File: src/hw/rtl/wia_pkg.sv
`default_nettype none
// ---------------------------------------------------------------------------
// wia_pkg
// Shared types and operation codes of the integer helper unit.
// ---------------------------------------------------------------------------
package wia_pkg;

   localparam int unsigned DataWidth  = 64;
   localparam int unsigned ModeWidth  = 5;
   localparam int unsigned FaultWidth = 2;
   localparam int unsigned QueueDepth = 2;

   localparam logic [4:0] OP_EQZ    = 5'd0;
   localparam logic [4:0] OP_CLZ64  = 5'd1;
   localparam logic [4:0] OP_CTZ64  = 5'd2;
   localparam logic [4:0] OP_POP64  = 5'd3;
   localparam logic [4:0] OP_CLZ32  = 5'd4;
   localparam logic [4:0] OP_CTZ32  = 5'd5;
   localparam logic [4:0] OP_POP32  = 5'd6;
   localparam logic [4:0] OP_EQ     = 5'd7;
   localparam logic [4:0] OP_NE     = 5'd8;
   localparam logic [4:0] OP_LT_S   = 5'd9;
   localparam logic [4:0] OP_LT_U   = 5'd10;
   localparam logic [4:0] OP_GT_S   = 5'd11;
   localparam logic [4:0] OP_GT_U   = 5'd12;
   localparam logic [4:0] OP_LE_S   = 5'd13;
   localparam logic [4:0] OP_LE_U   = 5'd14;
   localparam logic [4:0] OP_GE_S   = 5'd15;
   localparam logic [4:0] OP_GE_U   = 5'd16;
   localparam logic [4:0] OP_ROTL32 = 5'd17;
   localparam logic [4:0] OP_ROTR32 = 5'd18;
   localparam logic [4:0] OP_ROTL64 = 5'd19;
   localparam logic [4:0] OP_ROTR64 = 5'd20;
   localparam logic [4:0] OP_MUL    = 5'd21;
   localparam logic [4:0] OP_DIV_S  = 5'd22;
   localparam logic [4:0] OP_DIV_U  = 5'd23;
   localparam logic [4:0] OP_REM_S  = 5'd24;
   localparam logic [4:0] OP_REM_U  = 5'd25;
   localparam logic [4:0] OP_SHL    = 5'd26;
   localparam logic [4:0] OP_SHR_S  = 5'd27;
   localparam logic [4:0] OP_SHR_U  = 5'd28;

   localparam logic [1:0] FAULT_OK   = 2'd0;
   localparam logic [1:0] FAULT_DIV0 = 2'd1;
   localparam logic [1:0] FAULT_OVF  = 2'd2;

   // Classified item as it sits in the queue
   typedef struct packed {
      logic [4:0]  mode;
      logic [63:0] opa;
      logic [63:0] opb;
      logic [63:0] dvd;
      logic [63:0] dvs;
      logic        neg;
      logic [1:0]  fault;
   } cls_type;

endpackage
`default_nettype wire

File: src/hw/rtl/wia_front.sv
`default_nettype none
// ---------------------------------------------------------------------------
// wia_front
// Classify an incoming beat: divide faults, operand magnitudes, result sign.
// ---------------------------------------------------------------------------
module wia_front (
   input  wire logic [4:0]       mode,
   input  wire logic [63:0]      opa,
   input  wire logic [63:0]      opb,
   output wia_pkg::cls_type      cls
);
   import wia_pkg::*;

   logic is_div;
   logic is_sgn;
   logic ovf;

   always_comb begin
      is_div = (mode == OP_DIV_S) || (mode == OP_DIV_U) ||
               (mode == OP_REM_S) || (mode == OP_REM_U);
      is_sgn = (mode == OP_DIV_S) || (mode == OP_REM_S);
      ovf    = (opa == {1'b1, 63'd0}) && (opb == {64{1'b1}});
      cls.mode  = mode;
      cls.opa   = opa;
      cls.opb   = opb;
      cls.dvd   = (is_sgn && opa[63]) ? (64'd0 - opa) : opa;
      cls.dvs   = (is_sgn && opb[63]) ? (64'd0 - opb) : opb;
      cls.neg   = (mode == OP_DIV_S) ? (opa[63] ^ opb[63]) :
                  (mode == OP_REM_S) ? opa[63] : 1'b0;
      cls.fault = FAULT_OK;
      if (is_div && opb == 64'd0) begin
         cls.fault = FAULT_DIV0;
      end else if (mode == OP_DIV_S && ovf) begin
         cls.fault = FAULT_OVF;
      end
   end

endmodule
`default_nettype wire

File: config.mk
export PLATFORM = sky130hd
export DESIGN_NAME = wia_front
export DESIGN_NICKNAME = d
export VERILOG_FILES = /design/src/hw/rtl/wia_pkg.sv /design/src/hw/rtl/wia_front.sv
export SDC_FILE = /design/constraint.sdc
export NUM_CORES = 1
export LEC_CHECK = 0
export ABC_AREA = 1
export BUFFER_PORTS_ARGS = -buffer_cell sky130_fd_sc_hd__buf_2
export CORE_AREA = 2 2 154 156
export DETAILED_ROUTE_END_ITERATION = 12
export DIE_AREA = 0 0 156 158
export PLACE_DENSITY = 0.53
export SLEW_MARGIN = 25
export SYNTH_ARGS = -nofsm -noshare
export SYNTH_HDL_FRONTEND = slang
export SYNTH_SLANG_ARGS = --single-unit
File: constraint.sdc
create_clock -name vclk -period 1.3
set_clock_uncertainty 0.2 [all_clocks]
set_input_delay 0.065 -clock vclk [all_inputs]
set_output_delay 0.065 -clock vclk [all_outputs]
set_load 0.02 [all_outputs]
==> results.json <==
{
  "die_h_um": 158,
  "io_pins": 397,
  "dr.pass1.iters": 7,
  "drc": 0,
  "power_density_nw_per_um2": 290.6,
  "routabilityCongestion": 0.9050,
  "first_global_vias": 9247,
  "portBuffers": 397,
  "drive_gt1_share_pct": 72.64,
  "maxCapViolCount": 0,
  "nets": 1918,
  "vdd_drop_max_uv": 194.0,
  "drtIter0Drc": 420,
  "grt_util_all_layers_pct": 25.92,
  "netSwitchingFraction_pct": 54.87,
  "min_path_type": "primary input to output pin",
  "hold_viol_final": 0,
  "clock_buffers": 0,
  "arrival_ps": 1530,
  "cp_data_required_time_ps": 1030,
  "hold_slack_ps": 170.0,
  "synth_cell_types": 33,
  "grt_start_max_net_pins": 14,
  "ctsHoldBuffers": 0,
  "row_count": 56,
  "mostFrequentLayoutCells": "buf_4 (323), buf_2 (226), nand2_1 (189)",
  "core_area_um2": 23050,
  "place_hpwl_mm": 27.96,
  "antenna_found_initial": 0,
  "setup_viol": 129,
  "die_area_um2": 24650,
  "dp_cells": 1997,
  "nFillCells": 2032,
  "syn-instance-count": 1167,
  "vias": 9766,
  "grt_overflow_total": 0,
  "rsz0062_at_grt": "yes",
  "setup_ws_ps": -494.2,
  "max_freq_ghz": 0.5573,
  "status": "finished, violations left",
  "period_share_pct": 138.0,
  "seq_area_um2": 0,
  "relSlewSlack_pct": 65.93,
  "slew_violations": 0,
  "synth_nets": 1303,
  "grt_pass1_wl_mm": 50.04,
  "die_w_um": 156,
  "ys_warn_count": 0,
  "ys_seq_area_share_pct": 0,
  "tightestPinTransition_ps": 505.7,
  "initial_utilization_pct": 25.85,
  "layout_commonest_cell": "buf_4",
  "start_kind": "primary input",
  "tns_ps": -42010,
  "worstSetupEndpointType": "output pin",
  "netlist_area_um2": 5959,
  "leakage_uw": 0.006867,
  "vias_per_cell": 4.718,
  "crit_fanout": 5,
  "internal_power_uw": 1879,
  "routed_wl_mm": 35.27,
  "wire_per_inst_um": 17.04,
  "p_switching_uw": 2284,
  "avgSynthCellArea_um2": 5.107,
  "combPwrFrac_pct": 100.0,
  "pre_cts_ws_ps": -617.0,
  "path_class": "primary input to output pin",
  "fin_crit_ps": 1794,
  "seq_power_share_pct": 0,
  "diodes": 0,
  "fin_cells": 2070,
  "clockPowerShare_pct": 0,
  "ant_nets": 0,
  "area_delta_synth_final_pct": 140.3,
  "violations": "negative setup slack",
  "seq_cells": 0
}
[metrics by stage]
| step | total power (µW) | area, µm² | util (%) |
|---|---|---|---|
| after floorplan | 1804 | 6805 | - |
| after global placement | 3168 | 10360 | 44.96 |
| after detailed placement | 3176 | 10360 | 44.96 |
| after CTS | 3741 | 12640 | 54.85 |
| after global routing | 4407 | 14320 | 62.13 |
| final | 4162 | 14320 | 62.13 |
[worst paths after layout]
path                    start        to  slack (ps)  depth (start not counted)
worst max-delay path  mode[3]   cls[95]        -490                         12
worst min-delay path  opa[19]  cls[214]         170                          2
[final cells by class]
cell class                      instances  area [µm²]  area share [%]
Timing Repair Buffer                  760        6287           43.90
Tap cell                              290       362.8           2.533
Multi-Input combinational cell        908        7144           49.88
Timing Repair inverter                  2       32.53          0.2271
Inverter                              110       495.5           3.459
[cells in the mapped netlist, types with 5 or more instances]
library cell / count / share of area, %
a21oi_1: 6 / 0.50
buf_2: 7 / 0.59
buf_4: 138 / 17
inv_1: 108 / 6.8
nand2_1: 360 / 23
nand2_2: 12 / 1.3
nand3_1: 98 / 8.2
nand3_2: 5 / 0.84
nand3b_1: 12 / 1.5
nand4_1: 35 / 3.7
nor2_1: 230 / 14
nor2_2: 10 / 1.0
nor2_4: 8 / 1.5
nor3_1: 7 / 0.59
o21ai_0: 25 / 2.1
o21ai_2: 11 / 1.6
o21ai_4: 6 / 1.6
xnor2_1: 21 / 3.1
xor2_1: 47 / 6.9
[routing by layer]
layer	routed length (µm)	global-route usage, %	part of all wire, %
met2	19370	53.29	55
met1	12970	28.64	37
met5	0	0	0
met3	1830	2.053	5.2
met4	1094	5.548	3.1
[power by group through the flow]
stage	registers, µW	clock network [µW]	logic (µW)
2_1_floorplan	0	0	1800
3_3_place_gp	0	0	3170
3_5_place_dp	0	0	3180
4_1_cts	0	0	3740
5_1_grt	0	0	4410
6_report	0	0	4160
[cell families (layout without fill, tap and decap cells)]
group / Yosys count / after routing / synth area share, %
compound gates: 53 / 53 / 6.424
xor+xnor: 68 / 68 / 9.994
fa+ha+maj: 3 / 3 / 0.6299
buf+inv: 259 / 872 / 25.61
simple gates: 784 / 784 / 57.34
[worst max-delay path: stages]
cell	delay (ps)
buf_8	110
inv_4	50
nand3_4	70
nand2_4	110
nand3_4	140
buf_6	180
a21oi_4	180
nor2_4	70
buf_12	140
buf_12	120
xor2_4	140
buf_6	130
[repair_timing]
| item | 4_1_cts | 5_1_grt |
|---|---|---|
| resized for setup | 532 | 423 |
| pin swaps | 127 | 178 |
| endpoints found under the hold margin | 0 | 0 |
| gates cloned | 6 | 1 |
| buffers inserted | 50 | 36 |
| setup endpoints to repair | 129 | 129 |
Power figures use the tool's default switching activity.
