**src/hw/rtl/wia_pkg.sv**
```systemverilog
`default_nettype none
// ---------------------------------------------------------------------------
// wia_pkg
// Shared types and operation codes of the integer helper unit.
// ---------------------------------------------------------------------------
package wia_pkg;

   localparam int unsigned DataWidth  = 64;
   localparam int unsigned ModeWidth  = 5;
   localparam int unsigned FaultWidth = 2;
   localparam int unsigned QueueDepth = 2;

   localparam logic [4:0] OP_EQZ    = 5'd0;
   localparam logic [4:0] OP_CLZ64  = 5'd1;
   localparam logic [4:0] OP_CTZ64  = 5'd2;
   localparam logic [4:0] OP_POP64  = 5'd3;
   localparam logic [4:0] OP_CLZ32  = 5'd4;
   localparam logic [4:0] OP_CTZ32  = 5'd5;
   localparam logic [4:0] OP_POP32  = 5'd6;
   localparam logic [4:0] OP_EQ     = 5'd7;
   localparam logic [4:0] OP_NE     = 5'd8;
   localparam logic [4:0] OP_LT_S   = 5'd9;
   localparam logic [4:0] OP_LT_U   = 5'd10;
   localparam logic [4:0] OP_GT_S   = 5'd11;
   localparam logic [4:0] OP_GT_U   = 5'd12;
   localparam logic [4:0] OP_LE_S   = 5'd13;
   localparam logic [4:0] OP_LE_U   = 5'd14;
   localparam logic [4:0] OP_GE_S   = 5'd15;
   localparam logic [4:0] OP_GE_U   = 5'd16;
   localparam logic [4:0] OP_ROTL32 = 5'd17;
   localparam logic [4:0] OP_ROTR32 = 5'd18;
   localparam logic [4:0] OP_ROTL64 = 5'd19;
   localparam logic [4:0] OP_ROTR64 = 5'd20;
   localparam logic [4:0] OP_MUL    = 5'd21;
   localparam logic [4:0] OP_DIV_S  = 5'd22;
   localparam logic [4:0] OP_DIV_U  = 5'd23;
   localparam logic [4:0] OP_REM_S  = 5'd24;
   localparam logic [4:0] OP_REM_U  = 5'd25;
   localparam logic [4:0] OP_SHL    = 5'd26;
   localparam logic [4:0] OP_SHR_S  = 5'd27;
   localparam logic [4:0] OP_SHR_U  = 5'd28;

   localparam logic [1:0] FAULT_OK   = 2'd0;
   localparam logic [1:0] FAULT_DIV0 = 2'd1;
   localparam logic [1:0] FAULT_OVF  = 2'd2;

   // Classified item as it sits in the queue
   typedef struct packed {
      logic [4:0]  mode;
      logic [63:0] opa;
      logic [63:0] opb;
      logic [63:0] dvd;
      logic [63:0] dvs;
      logic        neg;
      logic [1:0]  fault;
   } cls_type;

endpackage
`default_nettype wire

```
**src/hw/rtl/wia_queue.sv**
```systemverilog
`default_nettype none
// ---------------------------------------------------------------------------
// wia_queue
// Two-entry queue between the classifier and the execution pipeline.
// ---------------------------------------------------------------------------
module wia_queue (
   input  wire logic             clock,
   input  wire logic             reset,
   input  wire logic             in_valid,
   output logic                  in_ready,
   input  wire wia_pkg::cls_type in_data,
   output logic                  out_valid,
   input  wire logic             out_ready,
   output wia_pkg::cls_type      out_data
);
   import wia_pkg::*;

   cls_type    mem_ff [QueueDepth];
   logic       wr_ptr_ff, wr_ptr_in;
   logic       rd_ptr_ff, rd_ptr_in;
   logic [1:0] count_ff, count_in;
   logic       push, pop;

   always_comb begin
      in_ready  = (count_ff != 2'(QueueDepth));
      out_valid = (count_ff != 2'd0);
      push      = in_valid && in_ready;
      pop       = out_valid && out_ready;
      wr_ptr_in = push ? ~wr_ptr_ff : wr_ptr_ff;
      rd_ptr_in = pop ? ~rd_ptr_ff : rd_ptr_ff;
      count_in  = count_ff + {1'b0, push} - {1'b0, pop};
      out_data  = mem_ff[rd_ptr_ff];
   end

   always_ff @(posedge clock) begin
      if (reset) begin
         wr_ptr_ff <= 1'b0;
         rd_ptr_ff <= 1'b0;
         count_ff  <= 2'd0;
      end else begin
         wr_ptr_ff <= wr_ptr_in;
         rd_ptr_ff <= rd_ptr_in;
         count_ff  <= count_in;
      end
   end

   always_ff @(posedge clock) begin
      if (push) begin
         mem_ff[wr_ptr_ff] <= in_data;
      end
   end

   assert property (@(posedge clock) disable iff (reset) count_ff <= 2'(QueueDepth))
      else $error("queue overfilled");
   assert property (@(posedge clock) disable iff (reset)
      (pop && !push) |=> count_ff == $past(count_ff) - 2'd1)
      else $error("queue count lost a pop");
   assert property (@(posedge clock) disable iff (reset)
      (push && !pop) |=> count_ff == $past(count_ff) + 2'd1)
      else $error("queue count lost a push");

endmodule
`default_nettype wire

```
**config.mk**
```make
export PLATFORM = sky130hd
export DESIGN_NAME = wia_queue
export DESIGN_NICKNAME = d
export VERILOG_FILES = /design/src/hw/rtl/wia_pkg.sv /design/src/hw/rtl/wia_queue.sv
export SDC_FILE = /design/constraint.sdc
export NUM_CORES = 1
export LEC_CHECK = 0
export ABC_AREA = 1
export BUFFER_PORTS_ARGS = -buffer_cell sky130_fd_sc_hd__buf_2
export CAP_MARGIN = 10
export CORE_MARGIN = 1
export CORE_UTILIZATION = 40
export CTS_CLUSTER_SIZE = 28
export DETAILED_ROUTE_END_ITERATION = 16
export PLACE_DENSITY_LB_ADDON = 0.3
export SLEW_MARGIN = 20
export SYNTH_ARGS = -nofsm -noshare
export SYNTH_HDL_FRONTEND = slang
export SYNTH_SLANG_ARGS = --single-unit
```
**constraint.sdc**
```tcl
create_clock -name clock -period 18.4 [get_ports clock]
set_input_delay 1.84 -clock clock [delete_from_list [all_inputs] [get_ports clock]]
set_output_delay 1.84 -clock clock [all_outputs]
set_load 0.005 [all_outputs]
```
==> impl_results.md, run 1 <==
* Total Wirelength at 42.5 mm
* Clock skew at 0.00870 ns
* Power per cell area at 137 nW/um^2
* Share of the synthesized area in the top cell type at 0.815
* Slowest-stage cell, CP: dfxtp_4
* Crit. End Element: output pin
* Die ar. at 49500 sq um
* Critical Path End: out_data[210]
* Clock latency on the worst-skew pair at 0.57 ns
* CTS tree: done
* Setup-failing EPs final at 0
* First-pass GRT wire length at 61.4 mm
* Post-CTS setup buffer count at 0
* VDD IR-drop max at 0.0981 mV
* Ports at 534
* Initial Util at 0.407
* Worst setup SP type: register
* Syn-to-layout area delta at 25.7%
* Layout Nets at 1697
* Post-route DRC at 0
* ANT nets after route at 0
* Number of synthesis warnings at 0
* Row count at 80
* Cell Area, Synth at 19500 sq um
* Data arrival time of the critical path at 3.50 ns
* Synth unique cells at 11
* Required @ worst endpoint at 16.56 ns
* Post-detail-place hpwl at 28.8 mm
* Worst path max stage delay at 0.78 ns
* Reg2Reg Depth at 7
* RR Endpoint: mem_ff[0][152]$_DFFE_PP_
* Leading area contributor after synthesis: edfxtp_1
* CTS root buf: clkbuf_16
* Yosys reg bits at 533
* Worst-path clk slew at 0.06 ns
* Static Leak at 9.07 nW
* Sequential area share after synthesis at 0.820
* Initial antenna violation count at 14
* R2R Setup Slk at 14.97 ns
* Routed length per placed instance at 20.3 um
* Hold Crit Class: reg2reg
* Clock tree buffer depth at 3
* Die Y at 223 um
* Rel. slew slack at 0.292
* Die Width at 223 um
* Post-DR vias/cell at 4.76
* Number of H-tree branching levels at 2
* Setup CP Type: reg2out
* Hold Path Depth at 2
* Synth top area cells: edfxtp_1, mux2_2, clkbuf_8, dfxtp_1, buf_6
* Vias in the first global route at 10279
* Iter 0 DRT Violations at 545
* Total congestion overflow at 0
* Final period util at 0.290
* Fin crit period at 5.34 ns
* Critical-path maximum fanout at 78
* Syn Inst Count at 858
* All-Layer GR Usage at 0.165
* Synthesized Nets at 1128
* I/O Buffers at 533
* Worst R2R Start: count_ff[0]$_SDFF_PP0_
* RSZ-0062 raised after global routing: no
* Avg Cell Area, Syn at 22.7 sq um
* Max Clk Rate at 187 MHz
* CTS Hold Buffers Added at 0
* DR pass1 iterations at 5
* Detailed-route via count at 9962
* CTS Buf Count at 55
* Number of max-cap violations at 0
* Core outline area at 47800 sq um
* Routability cong. at 0.809
* Worst-margin pin slew at 1.06 ns
* Max Transition Viols Final at 0
* Total Neg Setup Slack at 0 ns
* Crit-path cells: buf_6 > buf_4 > mux2_2 > buf_2
* Dpl cells at 1984
* CTS-repair resized insts at 0
* Status: complete, no violations
* CTS sink count at 533
* Non-Filler Instances at 2092
* Share of post-route cells with drive strength above 1 at 0.603
* Largest net degree at the start of global routing at 160
* Fin. Hold Viols at 0
Yosys cell counts, drive strengths merged:
master,number
clkbuf,23
dfxtp,5
mux2,264
inv,8
edfxtp,528
ha,2
nand3,3
nor2,9
buf,6
a21oi,2
nand2,8
worst max-delay path: cells and delay by family, from the launching register on:
family / cells / cell delay (ns)
buffers and inverters: 3 / 1.55
flip-flops: 1 / 0.78
multiplexers: 1 / 0.42
layout make-up:
| class | instances | area, sq um |
|---|---|---|
| Antenna cell | 4 | 10.0 |
| Clock buffer | 66 | 1460 |
| Multi-Input combinational cell | 288 | 3090 |
| Clock inverter | 37 | 362 |
| Fill cell | 3956 | 23400 |
| Sequential cell | 533 | 16000 |
| Tap cell | 615 | 769 |
| Inverter | 8 | 37.5 |
| Timing Repair Buffer | 541 | 2760 |
state kept, by name, summed over array words and instances, names as in the netlist, named ones only:
| register | cells |
|---|---|
| wr_ptr_ff | 1 |
| rd_ptr_ff | 1 |
| count_ff | 2 |
| mem_ff | 528 |
worst min path at each step:
stage	slack [ns]	start	endpoint
2_1_floorplan	0.47	rd_ptr_ff$_SDFFE_PP0P_	register
3_3_place_gp	0.49	rd_ptr_ff$_SDFFE_PP0P_	rd_ptr_ff$_SDFFE_PP0P_
3_5_place_dp	0.49	rd_ptr_ff$_SDFFE_PP0P_	register
4_1_cts	0.51	rd_ptr_ff$_SDFFE_PP0P_	register
5_1_grt	0.54	rd_ptr_ff$_SDFFE_PP0P_	rd_ptr_ff$_SDFFE_PP0P_
6_report	0.51	rd_ptr_ff$_SDFFE_PP0P_	rd_ptr_ff$_SDFFE_PP0P_
metal layers:
| metal | wire, um | track usage | vias to the layer above |
|---|---|---|---|
| met5 | 126 | 0 | - |
| met1 | 16300 | 0.191 | 4898 |
| li1 | - | - | 4573 |
| met4 | 1020 | 0.0563 | 18 |
| met3 | 3530 | 0.0611 | 90 |
| met2 | 21500 | 0.283 | 383 |
report_power, final:
part	switching [W]	internal [W]	total (W)
clock network	0.000440	0.000662	0.00110
registers	0.0000507	0.00154	0.00159
logic	0.000337	0.000318	0.000655
total	0.000827	0.00252	0.00335
stage by stage:
step	cell area, sq um	hold WS [ns]	total power, W	setup slack (ns)	utilization
after floorplan	19500	0.467	0.00206	4.66	-
after global placement	22600	0.490	0.00227	13.30	0.472
after detailed placement	22600	0.486	0.00228	13.29	0.472
after CTS	24400	0.513	0.00339	12.72	0.510
after global routing	24500	0.544	0.00348	12.83	0.511
final	24500	0.510	0.00335	13.06	0.511
kinds of logic after synthesis:
| family | after synthesis | share of synthesized area |
|---|---|---|
| flip-flops | 533 | 0.820 |
| multiplexers | 264 | 0.153 |
| buffers and inverters | 37 | 0.0213 |
| AND/OR/NAND/NOR | 20 | 0.00405 |
| AO/OA/AOI/OAI | 2 | 0.000514 |
| adder cells (fa/ha/maj) | 2 | 0.00129 |
layout by cell type, fill, tap and decap left out:
master and n:
buf_4 5, buf_12 1, dfxtp_4 1, clkinv_2 10, inv_8 1, edfxtp_1 528
mux2_2 264, buf_2 533, clkbuf_16 57, ha_1 2, inv_1 7, diode_2 4
clkbuf_1 9, buf_6 1, bufinv_16 7, nor2_4 1, nor2_1 8, clkinv_1 14
clkinv_4 2, nand3_1 3, clkinvlp_4 3, buf_16 1, a21oi_1 2, dfxtp_1 4
nand2_1 8, inv_6 1
Note: power is estimated with default switching activity, not from simulation.
==> inputs of run 2 (changes only) <==
--- a/config.mk
+++ b/config.mk
@@ -5,7 +5,7 @@
 export SDC_FILE = /design/constraint.sdc
 export NUM_CORES = 1
 export LEC_CHECK = 0
-export ABC_AREA = 1
+export ABC_AREA = 0
 export BUFFER_PORTS_ARGS = -buffer_cell sky130_fd_sc_hd__buf_2
 export CAP_MARGIN = 10
 export CORE_MARGIN = 1
==> constraint.sdc (replaced) <==
create_clock -name clock -period 4.4 [get_ports clock]
set_input_delay 0.44 -clock clock [delete_from_list [all_inputs] [get_ports clock]]
set_output_delay 0.44 -clock clock [all_outputs]
set_load 0.005 [all_outputs]
==> run 2 against run 1 <==
Effect of this change: die area is essentially flat; global-route usage shrank 0.28 points; design area grew 2.1%; routed wire length shrank 1.5%; sequential share of layout area shrank 1.4 points; synthesized cell count shrank 1.5%; area after synthesis is essentially flat; critical path depth shrank 1; core utilization grew 1.1 points.
==> impl_results.md, run 2 <==
* Die Width at 222 um (about the same)
* Number of synthesis warnings at 0 (unchanged)
* Detailed-route via count at 10101 (+1.4%)
* Static Leak at 9.28 nW (+2.3%)
* Die ar. at 49500 sq um (about the same)
* Initial antenna violation count at 8 (-6)
* Met3 Use GR at 0.0537 (-0.00741)
* Avg Cell Area, Syn at 23.0 sq um (+1.5%)
* Total Wirelength at 41.8 mm (-1.5%)
* CTS Hold Buffers Added at 45 (+45)
* ANT nets after route at 0 (unchanged)
* Iter 0 DRT Violations at 562 (+3.1%)
* Most common cell after layout, fill and taps aside: buf_2
* Final core utilization at 0.522 (+0.0110)
* Top-count cell post-synth: edfxtp_1
* Largest register FFs at 528 (unchanged)
* Routed length per placed instance at 19.6 um (-3.4%)
* Clock skew at 0.0160 ns (+0.00734 ns)
* Crit. End Element: output pin
* Max Transition Viols Final at 0 (unchanged)
* Worst-margin pin slew at 0.935 ns (-0.127 ns)
* Ys flop type: edfxtp_1
* Critical-path maximum fanout at 58 (-26%)
* CTS tree: done
* Share of post-route cells with drive strength above 1 at 0.594 (-0.00933)
* DR pass1 iterations at 4 (-1)
* Power Total at 0.0140 W (+320%)
* Power per cell area at 562 nW/um^2 (+310%)
* Final hold slack at 0.0451 ns (-0.465 ns)
* CTS-repair resized insts at 0 (unchanged)
* VDD IR-drop max at 0.348 mV (+250%)
* Post-DR vias/cell at 4.73 (-0.60%)
* Final period util at 0.667
* Vias in the first global route at 10730 (+4.4%)
* Core outline area at 47800 sq um (unchanged)
* Syn-to-layout area delta at 28.5%
* Cell Area, Synth at 19400 sq um (about the same)
* Post-detail-place hpwl at 28.0 mm (-2.7%)
* CTS Buf Count at 55 (unchanged)
* Synthesized Nets at 1115 (-1.2%)
* All-Layer GR Usage at 0.163 (-0.00285)
* Routability cong. at 0.799 (-1.2%)
* Setup CP Type: reg2out
* First-pass GRT wire length at 61.0 mm (-0.64%)
* Layout Nets at 1739 (+2.5%)
* Setup-failing EPs final at 0 (unchanged)
* Commonest cells after routing, fill and taps aside: buf_2, edfxtp_1, mux2_2, clkbuf_16, dlygate4sd3_1
* Synth top area cells: edfxtp_1, mux2_2, clkbuf_8, dfxtp_1, buf_6
* Leading area contributor after synthesis: edfxtp_1
* Routing usage on met2 at 0.286 (+0.00251)
* Rel. slew slack at 0.377 (+0.0849)
* Required @ worst endpoint at 3.96 ns (-12.60 ns)
* Worst-path clk slew at 0.06 ns (about the same)
* Post-synthesis async set-or-reset flop share at 0 (unchanged)
* Biggest register: mem_ff
* Fin crit period at 2.94 ns
* Post-route cell area at 25000 sq um (+2.1%)
* Number of enable flip-flop cells after synthesis at 528 (unchanged)
* Clock tree buffer depth at 3 (unchanged)
* GR peak layer: met2
* Die Y at 222 um (about the same)
* Worst setup SP type: register
* CTS root buf: clkbuf_16
* Top Registers: mem_ff (528), count_ff (2)
* Initial Util at 0.406 (about the same)
* Row count at 80 (unchanged)
* Status: complete, no violations
* Largest net degree at the start of global routing at 137 (-14%)
* Max Clk Rate at 341 MHz
* DP Area at 22700 sq um (+0.69%)
* Synth unique cells at 16 (+5)
* RSZ-0062 raised after global routing: no
* Post-route DRC at 0 (unchanged)
* M1 GR Usage at 0.181 (-0.00975)
* Commonest cells in the netlist: edfxtp_1, mux2_2, clkbuf_8
* Yosys reg bits at 533 (unchanged)
* Number of max-cap violations at 0 (unchanged)
* Number of H-tree branching levels at 2 (unchanged)
* CTS sink count at 533 (unchanged)
* Place WS at 2.01 ns (-11.28 ns)
* Ports at 534 (unchanged)
* Total congestion overflow at 0 (unchanged)
* Share of the synthesized area in the top cell type at 0.816 (about the same)
* Clock latency on the worst-skew pair at 0.59 ns (+0.02 ns)
* Sequential area share after synthesis at 0.821 (about the same)
* Hold Crit Class: in2reg
* Post-CTS setup buffer count at 0 (unchanged)
* Setup slack after layout at 1.46 ns (-11.60 ns)
* Fin. Hold Viols at 0 (unchanged)
* I/O Buffers at 533 (unchanged)
* R2R Setup Slk at 2.18 ns (-12.79 ns)
* Syn Inst Count at 845 (-1.5%)
* Data arrival time of the critical path at 2.50 ns (-1.00 ns)
## run 2: cell count changes in the layout (fill, tap and decap cells not counted), moves of 3 or more
cell / before / now
buf_12: 1 / 7
buf_4: 5 / 11
clkbuf_1: 9 / 14
clkinvlp_4: 3 / 0
dlygate4sd3_1: 0 / 45
inv_1: 7 / 1
nand2_1: 8 / 0
nand3_1: 3 / 0
nor2_1: 8 / 4
## run 2: critical path, stage by stage (launching register included)
cell	delay (ns)
dfxtp_4	0.95
buf_4	0.42
mux2_2	0.38
buf_2	0.13
## run 2: worst paths after layout
kind                          startpoint                       end  cells past startpoint
hold / removal              in_data[238]  mem_ff[0][238]$_DFFE_PP_                      1
hold reg to reg   rd_ptr_ff$_SDFFE_PP0P_    rd_ptr_ff$_SDFFE_PP0P_                      2
setup / recovery                register             out_data[130]                      3
setup reg to reg  count_ff[0]$_SDFF_PP0_   mem_ff[1][39]$_DFFE_PP_                      3
## run 2: area by class of cell
type	instances	area, sq um
Inverter	1	3.75
Timing Repair Buffer	596	3340
Multi-Input combinational cell	282	3120
Clock inverter	30	289
Tap cell	615	769
Fill cell	3941	22900
Antenna cell	6	15.0
Sequential cell	533	16000
Clock buffer	71	1480
## run 2: layer usage
metal / vias to the layer above / share of wire / wire length [um]
li1: 4644 / - / -
met1: 5021 / 0.38 / 15700
met2: 348 / 0.52 / 21800
met3: 84 / 0.073 / 3030
met4: 4 / 0.030 / 1260
met5: - / 0.00053 / 22
## run 2: logic make-up (layout without fill, tap and decap cells)
group,count (synthesis),count (layout),synth area share
AOI/OAI and AO/OA,1,1,0.000386
muxes,265,265,0.154
adders and majority gates,2,2,0.00129
and+or+nand+nor,11,11,0.00277
other,0,6,0
buffers and inverters,30,698,0.0200
DFF,533,533,0.821
xor gates and xnor gates,3,3,0.00135
## run 2: report_power, final
part | switching [W] | internal (W) | leakage (nW) | total (W)
Sequential | 0.000215 | 0.00638 | 4.98 | 0.00660
Clock | 0.00182 | 0.00271 | 0.870 | 0.00453
Combinational | 0.00144 | 0.00146 | 3.44 | 0.00290
Total | 0.00348 | 0.0106 | 9.28 | 0.0140
## run 2: per-stage QoR
stage          setup TNS [ns]  cells
3_3_place_gp                0   1982
4_1_cts                     0   2128
3_5_place_dp                0   1982
2_1_floorplan         -116.82    845
6_report                    0   2134
5_1_grt                     0   2134
==> inputs of run 3 (changes only) <==
==> constraint.sdc (replaced) <==
create_clock -name clock -period 3 [get_ports clock]
set_input_delay 0.3 -clock clock [delete_from_list [all_inputs] [get_ports clock]]
set_output_delay 0.3 -clock clock [all_outputs]
set_load 0.005 [all_outputs]
==> run 3 against run 2 <==
Effect of this change: via count increased by 8.8%; die area unchanged; combinational power increased by 61%; sequential power increased by 46%; clock power increased by 37%; core utilization increased by 4.5 points; critical path type unchanged; highest routed layer unchanged.
==> impl_results.md, run 3 (synthesized netlist as in run 2, its figures left out) <==
* Post-DR vias/cell at 4.67 (-1.4%)
* Total Wirelength at 44.6 mm (+6.6%)
* Initial antenna violation count at 4 (-4)
* Share of post-route cells with drive strength above 1 at 0.522 (-0.0714)
* Clock tree buffer depth at 3 (unchanged)
* Layout Nets at 1966 (+13%)
* Worst-path clk slew at 0.06 ns (about the same)
* Vias in the first global route at 11900 (+11%)
* Hold Crit Class: in2reg
* Power per cell area at 755 nW/um^2 (+34%)
* I/O Buffers at 533 (unchanged)
* Routability cong. at 0.764 (-4.3%)
* Place WS at 0.989 ns (-1.02 ns)
* Row count at 80 (unchanged)
* Data arrival time of the critical path at 2.26 ns (-0.24 ns)
* Initial Util at 0.406 (unchanged)
* Clock skew at 0.0178 ns (+0.00171 ns)
* Post-CTS setup buffer count at 0 (unchanged)
* Fin. Hold Viols at 0 (unchanged)
* First-pass GRT wire length at 66.5 mm (+9.0%)
* CTS tree: done
* Number of max-cap violations at 0 (unchanged)
* R2R Setup Slk at 1.15 ns (-1.03 ns)
* Required @ worst endpoint at 2.70 ns (-1.26 ns)
* DR pass1 iterations at 4 (unchanged)
* CTS sink count at 533 (unchanged)
* Commonest cells after routing, fill and taps aside: buf_2, edfxtp_1, mux2_2, dlygate4sd3_1, clkbuf_16
* Fin crit period at 2.56 ns
* Biggest register: mem_ff
* Setup slack after layout at 0.443 ns (-1.02 ns)
* Detailed-route via count at 10987 (+8.8%)
* Routed length per placed instance at 18.9 um (-3.4%)
* Ports at 534 (unchanged)
* VDD IR-drop max at 0.543 mV (+56%)
* Most common cell after layout, fill and taps aside: buf_2
* Top Registers: mem_ff (528), count_ff (2)
* Rel. slew slack at 0.385 (+0.00832)
* Die Width at 222 um (unchanged)
* Crit. End Element: output pin
* Post-detail-place hpwl at 28.5 mm (+1.6%)
* All-Layer GR Usage at 0.176 (+0.0131)
* Setup CP Type: reg2out
* Core outline area at 47800 sq um (unchanged)
* Clock latency on the worst-skew pair at 0.58 ns (about the same)
* Die Y at 222 um (unchanged)
* Status: complete, no violations
* Hold Path Depth at 3 (+2)
* Final core utilization at 0.568 (+0.0454)
* Critical-path maximum fanout at 45 (-22%)
* CTS Buf Count at 52 (-5.5%)
* Max Transition Viols Final at 0 (unchanged)
* Syn-to-layout area delta at 39.7%
* RSZ-0062 raised after global routing: no
* Post-route DRC at 0 (unchanged)
* Final period util at 0.852
* ANT nets after route at 0 (unchanged)
* Static Leak at 10.2 nW (+9.8%)
* Max Clk Rate at 391 MHz
* Die ar. at 49500 sq um (unchanged)
* CTS root buf: clkbuf_16
* Reg2Reg Depth at 3 (unchanged)
* Worst setup SP type: register
* Iter 0 DRT Violations at 489 (-13%)
* Worst-margin pin slew at 0.922 ns (-0.0125 ns)
* Number of H-tree branching levels at 2 (unchanged)
* Largest net degree at the start of global routing at 128 (-6.6%)
* Largest register FFs at 528 (unchanged)
* Total congestion overflow at 0 (unchanged)
* Setup-failing EPs final at 0 (unchanged)
[run 3: cell types whose count changed in the layout (fill, tap and decap cells not counted), moves of 3 or more]
cell	before	now
dlygate4sd3_1	45	265
clkbuf_1	14	5
buf_4	11	17
buf_12	7	11
clkbuf_16	57	53
clkinv_1	12	16
diode_2	6	3
[run 3: cell type report]
| class | count | area, sq um |
|---|---|---|
| clock inverter | 37 | 278 |
| multi-input combinational | 282 | 3120 |
| fill | 3703 | 20700 |
| sequential | 533 | 16000 |
| clock buffer | 58 | 1350 |
| inverter | 1 | 3.75 |
| antenna | 3 | 7.51 |
| tap | 615 | 769 |
| timing repair buffer | 826 | 5670 |
[run 3: timing repair]
action                    4_1_cts  5_1_grt
hold buffers                  265        0
gates resized for setup         0        0
hold endpoints to repair      532        0
[run 3: per-layer routing]
| layer | track usage | wire (um) | up-vias |
|---|---|---|---|
| li1 | - | - | 5096 |
| met1 | 0.201 | 17100 | 5401 |
| met5 | 0 | 11 | - |
| met4 | 0.0756 | 1700 | 2 |
| met3 | 0.0503 | 2950 | 102 |
| met2 | 0.307 | 22800 | 386 |
[run 3: path summary, 6_finish.rpt]
path	startpoint	end
setup / recovery	register	out_data[58]
hold reg to reg	rd_ptr_ff$_SDFFE_PP0P_	register
hold / removal	in_valid	wr_ptr_ff$_SDFFE_PP0N_
setup reg to reg	count_ff[0]$_SDFF_PP0_	mem_ff[1][257]$_DFFE_PP_
[run 3: where the power goes]
part	internal, W	switching (W)	total [W]	leakage (nW)
Sequential	0.00935	0.000278	0.00963	4.98
Clock	0.00355	0.00264	0.00619	0.800
Combinational	0.00240	0.00229	0.00468	4.42
[run 3: critical path, stage by stage, from the launching register on]
cell	delay, ns
dfxtp_4	0.75
buf_12	0.33
mux2_2	0.39
buf_2	0.15
[run 3: through the flow]
| step | TNS [ns] | power (W) | instances | hold WS [ns] | instance area (sq um) |
|---|---|---|---|---|---|
| floorplan | -788.24 | 0.0124 | 845 | 0.364 | 19500 |
| global placement | 0 | 0.0141 | 1992 | 0.488 | 22900 |
| detailed placement | 0 | 0.0142 | 1992 | 0.491 | 22900 |
| CTS | 0 | 0.0207 | 2352 | 0.0791 | 27100 |
| global route | 0 | 0.0214 | 2355 | 0.0951 | 27200 |
| finish | 0 | 0.0205 | 2355 | 0.126 | 27200 |
